[src/rtl/assert_macros.svh]
// Assertion macros shared by the resampler RTL.
`ifndef ASSERT_MACROS_SVH
`define ASSERT_MACROS_SVH

// Same-cycle implication, disabled while reset is asserted.
`define IFR_ASSERT_IMP(lbl, clk, rstn, ante, cons) \
  lbl: assert property (@(posedge clk) disable iff (!rstn) (ante) |-> (cons)) \
    else $error("resampler assertion failed");

// Next-cycle implication, disabled while reset is asserted.
`define IFR_ASSERT_NXT(lbl, clk, rstn, ante, cons) \
  lbl: assert property (@(posedge clk) disable iff (!rstn) (ante) |=> (cons)) \
    else $error("resampler assertion failed");

`endif

[src/rtl/ifr_pkg.sv]
// Types, codes and constants of the integer factor resampler.
package ifr_pkg;

  localparam int SAMPLE_BITS    = 32;
  localparam int MAX_FACTOR_DEF = 16;
  localparam int FACTOR_BITS    = 5;
  localparam int MODE_BITS      = 2;
  localparam int APB_DATA_BITS  = 32;
  localparam int APB_ADDR_BITS  = 3;

  // Register indexes.
  localparam logic REG_MODE   = 1'b0;
  localparam logic REG_FACTOR = 1'b1;

  // Mode codes; bit 1 set selects decimation.
  localparam logic [MODE_BITS-1:0] MODE_LINEAR  = 2'd0;
  localparam logic [MODE_BITS-1:0] MODE_NEAREST = 2'd1;
  localparam logic [MODE_BITS-1:0] MODE_DOWN    = 2'd2;

  localparam logic [FACTOR_BITS-1:0] FACTOR_RESET = 5'd1;

  typedef struct packed {
    logic signed [SAMPLE_BITS-1:0] sample;
    logic                          final_req;
  } in_t;

  typedef struct packed {
    logic signed [SAMPLE_BITS-1:0] value;
    logic                          run_last;
  } out_t;

  typedef enum logic [2:0] {
    ST_IDLE,
    ST_DIV,
    ST_FIX,
    ST_SEG,
    ST_CLAMP,
    ST_DOWN
  } state_t;

endpackage

[src/rtl/integer_factor_resampler.sv]
// Integer factor resampler: linear or nearest upscale and decimation of Q16.16 samples.
// Linear upscale with a previous sample: a restoring divider (step = (cur - prev) / k),
// a fixup state, then one result per cycle while the output is not stalled, k results in all.
// Nearest upscale gives one result per cycle while the output is not stalled; clamped copies add k results.
// A new sample is taken only once the previous one's results are all in the output register.
// Reset (synchronous, active low) sets mode 0, factor 1 and clears all grid progress.
`include "assert_macros.svh"

module integer_factor_resampler
  import ifr_pkg::*;
#(
  parameter int MAX_FACTOR = MAX_FACTOR_DEF
) (
  input  logic                     clk,
  input  logic                     rst_n,
  input  logic                     in_valid,
  output logic                     in_stall,
  input  in_t                      in_data,
  output logic                     out_valid,
  input  logic                     out_stall,
  output out_t                     out_data,
  input  logic                     psel,
  input  logic                     penable,
  input  logic                     pwrite,
  input  logic [APB_ADDR_BITS-1:0] paddr,
  input  logic [APB_DATA_BITS-1:0] pwdata,
  output logic [APB_DATA_BITS-1:0] prdata,
  output logic                     pready
);

  localparam int SW = SAMPLE_BITS;
  localparam int KW = $clog2(MAX_FACTOR + 1);
  localparam int PW = $clog2(MAX_FACTOR);
  localparam int CW = $clog2(SW);

  state_t                 state_r, state_nxt;
  logic [MODE_BITS-1:0]   mode_r;
  logic [FACTOR_BITS-1:0] factor_r;
  logic signed [SW-1:0]   prev_r, prev_nxt;
  logic                   have_prev_r, have_prev_nxt;
  logic [PW-1:0]          pos_r, pos_nxt;
  logic signed [SW-1:0]   held_r, held_nxt;
  logic signed [SW-1:0]   cur_r, cur_nxt;
  logic                   fin_r, fin_nxt;
  logic                   near_r, near_nxt;
  logic [KW-1:0]          k_r, k_nxt;
  logic [KW-1:0]          j_r, j_nxt;
  logic [CW-1:0]          cnt_r, cnt_nxt;
  logic [SW-1:0]          quo_r, quo_nxt;
  logic [KW-1:0]          rem_r, rem_nxt;
  logic                   dneg_r, dneg_nxt;
  logic [SW:0]            q_r, q_nxt;
  logic [KW-1:0]          r_r, r_nxt;
  logic [SW:0]            dq_r, dq_nxt;
  logic [KW-1:0]          dr_r, dr_nxt;
  logic                   out_valid_r, out_valid_nxt;
  out_t                   out_data_r, out_data_nxt;

  logic          in_acc;
  logic          cfg_wr;
  logic [KW-1:0] k_eff;
  logic          gen_valid;
  logic          gen_load;
  out_t          gen_data;

  logic [SW:0]   diff;
  logic [SW:0]   diff_mag;
  logic [KW:0]   trial;
  logic          trial_ge;
  logic [KW:0]   rsum;
  logic          rcarry;
  logic [KW-1:0] half;
  logic          bump;
  logic [SW:0]   lin_val;
  logic          near_prev;
  logic          j_last;
  logic [KW-1:0] pos_inc;

  assign in_stall = (state_r != ST_IDLE);
  assign in_acc   = in_valid && !in_stall;
  assign cfg_wr   = psel && penable && pwrite && pready;
  assign pready   = 1'b1;

  always_comb begin
    case (paddr[2])
      REG_MODE:   prdata = APB_DATA_BITS'(mode_r);
      REG_FACTOR: prdata = APB_DATA_BITS'(factor_r);
      default:    prdata = '0;
    endcase
  end

  // Zero acts as one, values above the maximum saturate.
  always_comb begin
    if (factor_r == '0) begin
      k_eff = KW'(1);
    end else if (int'(factor_r) > MAX_FACTOR) begin
      k_eff = KW'(MAX_FACTOR);
    end else begin
      k_eff = KW'(factor_r);
    end
  end

  // Datapath pieces shared by the sequencer.
  assign diff     = {in_data.sample[SW-1], in_data.sample} - {prev_r[SW-1], prev_r};
  assign diff_mag = diff[SW] ? -diff : diff;
  assign trial    = {rem_r, quo_r[SW-1]};
  assign trial_ge = (trial >= {1'b0, k_r});
  assign rsum     = {1'b0, r_r} + {1'b0, dr_r};
  assign rcarry   = (rsum >= {1'b0, k_r});
  assign half     = k_r >> 1;
  // Ties round away from zero; q carries the sign since 0 <= r < k.
  assign bump     = q_r[SW] ? (r_r > half) : (r_r >= (k_r - half));
  assign lin_val  = q_r + (SW+1)'(bump);
  assign near_prev = ({1'b0, j_r} << 1) < {1'b0, k_r};
  assign j_last   = (j_r == (k_r - KW'(1)));
  assign pos_inc  = KW'(pos_r) + KW'(1);

  assign gen_valid = (state_r == ST_SEG) || (state_r == ST_CLAMP) || (state_r == ST_DOWN);
  assign gen_load  = gen_valid && (!out_valid_r || !out_stall);

  always_comb begin
    state_nxt     = state_r;
    prev_nxt      = prev_r;
    have_prev_nxt = have_prev_r;
    pos_nxt       = pos_r;
    held_nxt      = held_r;
    cur_nxt       = cur_r;
    fin_nxt       = fin_r;
    near_nxt      = near_r;
    k_nxt         = k_r;
    j_nxt         = j_r;
    cnt_nxt       = cnt_r;
    quo_nxt       = quo_r;
    rem_nxt       = rem_r;
    dneg_nxt      = dneg_r;
    q_nxt         = q_r;
    r_nxt         = r_r;
    dq_nxt        = dq_r;
    dr_nxt        = dr_r;
    gen_data      = '0;

    case (state_r)
      ST_IDLE: begin
        if (in_acc) begin
          cur_nxt  = in_data.sample;
          fin_nxt  = in_data.final_req;
          k_nxt    = k_eff;
          near_nxt = (mode_r == MODE_NEAREST);
          j_nxt    = '0;
          if ((mode_r & MODE_DOWN) != '0) begin
            if (pos_r == '0) begin
              held_nxt = in_data.sample;
            end
            if (pos_inc >= k_eff) begin
              pos_nxt   = '0;
              state_nxt = ST_DOWN;
            end else begin
              pos_nxt = pos_inc[PW-1:0];
            end
            if (in_data.final_req) begin
              pos_nxt       = '0;
              have_prev_nxt = 1'b0;
            end
          end else begin
            prev_nxt      = in_data.sample;
            have_prev_nxt = !in_data.final_req;
            q_nxt         = {prev_r[SW-1], prev_r};
            r_nxt         = '0;
            quo_nxt       = diff_mag[SW-1:0];
            rem_nxt       = '0;
            cnt_nxt       = '0;
            dneg_nxt      = diff[SW];
            if (have_prev_r) begin
              state_nxt = (mode_r == MODE_NEAREST) ? ST_SEG : ST_DIV;
            end else if (in_data.final_req) begin
              state_nxt = ST_CLAMP;
            end
            if (in_data.final_req) begin
              pos_nxt = '0;
            end
          end
        end
      end

      // One restoring division bit per cycle: |cur - prev| / k.
      ST_DIV: begin
        rem_nxt = trial_ge ? KW'(trial - {1'b0, k_r}) : trial[KW-1:0];
        quo_nxt = {quo_r[SW-2:0], trial_ge};
        cnt_nxt = cnt_r + CW'(1);
        if (cnt_r == CW'(SW - 1)) begin
          state_nxt = ST_FIX;
        end
      end

      // Turn the magnitude quotient into a floor quotient and a non-negative remainder.
      ST_FIX: begin
        if (dneg_r && (rem_r != '0)) begin
          dq_nxt = -({1'b0, quo_r} + (SW+1)'(1));
          dr_nxt = k_r - rem_r;
        end else if (dneg_r) begin
          dq_nxt = -{1'b0, quo_r};
          dr_nxt = '0;
        end else begin
          dq_nxt = {1'b0, quo_r};
          dr_nxt = rem_r;
        end
        state_nxt = ST_SEG;
      end

      ST_SEG: begin
        if (near_r) begin
          gen_data.value = near_prev ? q_r[SW-1:0] : cur_r;
        end else begin
          gen_data.value = lin_val[SW-1:0];
        end
        gen_data.run_last = j_last && !fin_r;
        if (gen_load) begin
          if (!near_r) begin
            r_nxt = rcarry ? KW'(rsum - {1'b0, k_r}) : rsum[KW-1:0];
            q_nxt = q_r + dq_r + (SW+1)'(rcarry);
          end
          j_nxt = j_r + KW'(1);
          if (j_last) begin
            j_nxt     = '0;
            state_nxt = fin_r ? ST_CLAMP : ST_IDLE;
          end
        end
      end

      // Clamped edge: k copies of the final sample.
      ST_CLAMP: begin
        gen_data.value    = cur_r;
        gen_data.run_last = j_last;
        if (gen_load) begin
          j_nxt = j_r + KW'(1);
          if (j_last) begin
            j_nxt     = '0;
            state_nxt = ST_IDLE;
          end
        end
      end

      ST_DOWN: begin
        gen_data.value    = held_r;
        gen_data.run_last = 1'b1;
        if (gen_load) begin
          state_nxt = ST_IDLE;
        end
      end

      default: begin
        state_nxt = ST_IDLE;
      end
    endcase
  end

  always_comb begin
    out_data_nxt = out_data_r;
    if (gen_load) begin
      out_valid_nxt = 1'b1;
      out_data_nxt  = gen_data;
    end else if (out_stall) begin
      out_valid_nxt = out_valid_r;
    end else begin
      out_valid_nxt = 1'b0;
    end
  end

  always_ff @(posedge clk) begin
    if (!rst_n) begin
      state_r     <= ST_IDLE;
      mode_r      <= MODE_LINEAR;
      factor_r    <= FACTOR_RESET;
      prev_r      <= '0;
      have_prev_r <= 1'b0;
      pos_r       <= '0;
      held_r      <= '0;
      j_r         <= '0;
      cnt_r       <= '0;
      out_valid_r <= 1'b0;
    end else begin
      state_r     <= state_nxt;
      prev_r      <= prev_nxt;
      have_prev_r <= have_prev_nxt;
      pos_r       <= pos_nxt;
      held_r      <= held_nxt;
      j_r         <= j_nxt;
      cnt_r       <= cnt_nxt;
      out_valid_r <= out_valid_nxt;
      if (cfg_wr) begin
        case (paddr[2])
          REG_MODE:   mode_r   <= pwdata[MODE_BITS-1:0];
          REG_FACTOR: factor_r <= pwdata[FACTOR_BITS-1:0];
          default:    mode_r   <= mode_r;
        endcase
      end
    end
  end

  always_ff @(posedge clk) begin
    cur_r      <= cur_nxt;
    fin_r      <= fin_nxt;
    near_r     <= near_nxt;
    k_r        <= k_nxt;
    quo_r      <= quo_nxt;
    rem_r      <= rem_nxt;
    dneg_r     <= dneg_nxt;
    q_r        <= q_nxt;
    r_r        <= r_nxt;
    dq_r       <= dq_nxt;
    dr_r       <= dr_nxt;
    out_data_r <= out_data_nxt;
  end

  assign out_valid = out_valid_r;
  assign out_data  = out_data_r;

  `IFR_ASSERT_NXT(a_lin_divides, clk, rst_n, in_acc && (mode_r == MODE_LINEAR) && have_prev_r, state_r == ST_DIV)
  `IFR_ASSERT_IMP(a_rem_bound, clk, rst_n, state_r == ST_SEG, r_r < k_r)
  `IFR_ASSERT_IMP(a_count_bound, clk, rst_n, state_r == ST_SEG || state_r == ST_CLAMP, j_r < k_r)
  `IFR_ASSERT_NXT(a_last_to_idle, clk, rst_n, gen_load && gen_data.run_last, state_r == ST_IDLE)

endmodule
[config.mk]
export PLATFORM = sky130hd
export DESIGN_NAME = integer_factor_resampler
export DESIGN_NICKNAME = d
export VERILOG_FILES = /design/src/rtl/ifr_pkg.sv /design/src/rtl/integer_factor_resampler.sv
export VERILOG_INCLUDE_DIRS = /design/src /design/src/rtl
export SDC_FILE = /design/constraint.sdc
export NUM_CORES = 1
export LEC_CHECK = 0
export ABC_CLOCK_PERIOD_IN_PS = 6550
export BUFFER_PORTS_ARGS = -buffer_cell sky130_fd_sc_hd__buf_2
export CORE_ASPECT_RATIO = 1.1
export CORE_MARGIN = 2
export CORE_UTILIZATION = 55
export CTS_BUF_LIST = sky130_fd_sc_hd__clkbuf_4 sky130_fd_sc_hd__clkbuf_8 sky130_fd_sc_hd__clkbuf_16
export CTS_CLUSTER_DIAMETER = 60
export DETAILED_ROUTE_END_ITERATION = 16
export MAX_ROUTING_LAYER = met4
export PLACE_DENSITY = 0.78
export SLEW_MARGIN = 20
export SYNTH_ARGS = -nofsm -noshare
export SYNTH_HDL_FRONTEND = slang
export SYNTH_SLANG_ARGS = --single-unit
[constraint.sdc]
create_clock -name clk -period 6.55 [get_ports clk]
set_input_delay 0.3275 -clock clk [delete_from_list [all_inputs] [get_ports clk]]
set_output_delay 0.3275 -clock clk [all_outputs]
set_load 0.05 [all_outputs]
==> metrics.yaml <==
status: "finished clean"
wire_per_inst_um: 19.32
die_x_um: 178.7
grt-ovfl-total: 0
vdd_drop_max_uv: 217.7
fin_crit_sh: 0.9037
post-place-ws_ps: 493.8
fmax_mhz: 168.9
grt_first_pass_wirelength_um: 75910
postCtsSetupRepairBufs: 0
synthXorXnorAreaFrac: 0.07726
core-area_um2: 33190
p_leak_nw: 7.758
num-fill-cells: 2738
num_io_pins: 143
synthCells: 1994
worst_pin_slew_ps: 1009
start_util: 0.5562
crit_path_frequent_cell: "fa_1"
die_h_um: 196.2
synth_top_area_frac: 0.3025
ff2ff_path_depth: 23
crit_arrival_ps: 6190
synth_warnings: 0
slowest_stage: "a2111oi_4"
port_buffers: 85
area_growth_pct: 9.895
dp_hpwl_um: 34100
vias: 15090
synth_seq_cells: 276
grt_pass1_vias: 14640
synth.avg_cell_area_um2: 9.259
async_reset_ff_frac: 0
worstHoldPathType: "in -> reg"
synth_mux_area_frac: 0.04256
yosysSeqAreaShare: 0.4001
synth-edff-count: 186
cts-htree-levels: 1
r2r_end: "q_r[30]"
nNetsFinal: 2250
yosysMostFrequentCell: "nand2_1"
critPathKind: "reg -> reg"
cp.buffers_inverters: 3
slowest_delay_ps: 500
cts_sinks: 276
maxCapViolations: 0
drtIter0Drc: 1393
worst_slew_margin_rel: 0.3275
power_density_nw_per_um2: 397.9
fin_area_um2: 20290
yosys.area_share.simple: 0.1586
clkLatencyLatePin_ps: 570
crit_fanout: 4
synth_top_area_cell: "edfxtp_1"
cts_tree: "built"
critPathCapture: "q_r[30]"
die_area_um2: 35050
fin_setup_tns_ps: 0
gp_congestion: 0.9764
synthTopCellsByCount: "nand2_1, edfxtp_1, o21ai_0"
drive_gt1_frac: 0.1032
viasPerCell: 6.017
ant_nets: 0
synth_top_family_by_area: "compound AO/OA/AOI/OAI gates"
worstSetupStartpoint: "r_r[0]"
cts_made_buffers: 31
worst_ep_required_time_ps: 6820
cp-start-kind: "flop"
clock-root-buffer: "clkbuf_16"
syn_area_um2: 18460
clk_pin_slew_ps: 60
grt_max_degree: 88
layout_setup_ws_ps: 630.7
grt_usage: 0.2810
slew_violations: 0
rsz0062_at_grt: "no"
setup_viol: 0
wl_um: 48450
p_total_w: 0.008074
final.min_clock_period_ps: 5919
antenna_found_initial: 2
cp_top_family: "compound AO/OA/AOI/OAI gates"
worst_setup_path_end_kind: "flop"
reg2reg_slack_ps: 630
synthDistinctLibCells: 96
clockBufferDepth: 3
path_depth: 23
finalHoldViolations: 0
synth_ff_type: "edfxtp_1"
place_area_um2: 19180
synthAdderAreaFrac: 0.08796
netlist_top_cells_area: "edfxtp_1, dfxtp_1, ha_1"
dr.pass1.iters: 6
r2r-start: "r_r[0]"
drc: 0
hold_slack_ps: 17.33
path_cells: "ha_1 > inv_1 > fa_1 > inv_1 > fa_1 > a21o_1 > a21oi_1 > nand2_1 > a2111oi_4 > fa_1 > fa_1 > nor2b_1 > o21ai_0 > buf_4 > a21boi_0 > nor4_1 > o41a_1 > o31ai_1 > a221o_1 > a211o_1 > a31oi_1 > mux2i_1 > o311ai_0"
synth-compound-area-share: 0.1826
rows: 70
skew_ps: 11.39
==> worst register-to-register path, stage by stage (launching register included) <==
cell       delay (ps)
edfxtp_1          340
ha_1              170
inv_1              50
fa_1              470
inv_1              70
fa_1              430
a21o_1            180
a21oi_1           210
nand2_1           130
a2111oi_4         500
fa_1              320
fa_1              230
nor2b_1            50
o21ai_0           170
buf_4             150
a21boi_0          100
nor4_1            400
o41a_1            280
o31ai_1           130
a221o_1           370
a211o_1           300
a31oi_1           200
mux2i_1           210
o311ai_0          150
==> where the power goes <==
group / internal, W / switching (W)
sequential: 0.00246 / 0.000396
combinational: 0.00131 / 0.00221
clock: 0.000984 / 0.000719
==> stage by stage <==
step	util	instances
2_1_floorplan	-	2020
3_3_place_gp	0.5776	2441
3_5_place_dp	0.5777	2441
4_1_cts	0.6099	2505
5_1_grt	0.6112	2508
6_report	0.6112	2508
==> repair_timing <==
action | in CTS | in global routing
resized for setup | 0 | 1
endpoints found under the setup margin | 0 | 3
hold endpoints to repair | 7 | 0
hold buffers | 7 | 0
==> routing by layer <==
metal	GRT usage	wire length [um]	vias to the layer above
li1	-	-	7204
met1	0.3571	20370	7133
met2	0.4640	23170	655
met3	0.03605	3556	99
met4	0.09274	1353	0
met5	-	0	-
==> sequential cells by signal, summed over array words and instances, names as in the netlist, 32 cells and up <==
signal and flops:
q_r 33, quo_r 32, dq_r 33, out_data 33, cur_r 32, held_r 32
prev_r 32
==> final cells by class <==
class                           instances  area, um2  area share
Antenna cell                            2      5.005   0.0002467
Clock buffer                           42      883.3     0.04354
Inverter                               95      357.8     0.01764
Clock inverter                         15      115.1    0.005673
Multi-Input combinational cell       1530      10300      0.5078
Tap cell                              432      540.5     0.02664
Timing Repair Buffer                  116      695.7     0.03429
Sequential cell                       276       7388      0.3641
==> cells by family (layout without fill, tap and decap cells) <==
| kind of cell | after synthesis | after routing |
|---|---|---|
| AO/OA/AOI/OAI | 521 | 521 |
| XOR/XNOR | 162 | 162 |
| adder cells (fa/ha/maj) | 125 | 125 |
| buffers and inverters | 214 | 268 |
| flip-flops | 276 | 276 |
| multiplexers | 78 | 78 |
| other | 2 | 30 |
| AND/OR/NAND/NOR | 616 | 616 |
==> how the worst min path moves through the flow <==
stage | from | end | slack, ps | depth (start not counted)
global route | in_data[20] | cur_r[19] | 10 | 1
CTS | in_data[8] | cur_r[7] | 1 | 1
detailed placement | prev_r[30] | prev_r[30] | 460 | 2
global placement | prev_r[25] | prev_r[25] | 450 | 2
floorplan | in_data[1] | cur_r[0] | 430 | 0
finish | in_data[20] | cur_r[19] | 20 | 1
==> cells in the final DEF, fill, tap and decap left out, types with 23 or more instances in the layout <==
| cell | count |
|---|---|
| o21ai_0 | 125 |
| a21boi_0 | 69 |
| edfxtp_1 | 186 |
| clkbuf_16 | 31 |
| xor2_1 | 68 |
| conb_1 | 28 |
| xnor2_1 | 93 |
| o22ai_1 | 38 |
| inv_1 | 92 |
| nand3_1 | 34 |
| dfxtp_1 | 89 |
| buf_2 | 85 |
| ha_1 | 117 |
| a21oi_1 | 116 |
| nand2_1 | 289 |
| nor2_1 | 103 |
| a21o_1 | 27 |
| nor2b_1 | 31 |
| mux2i_1 | 74 |
| buf_4 | 23 |
No activity file was read; power rests on OpenSTA's default activity.
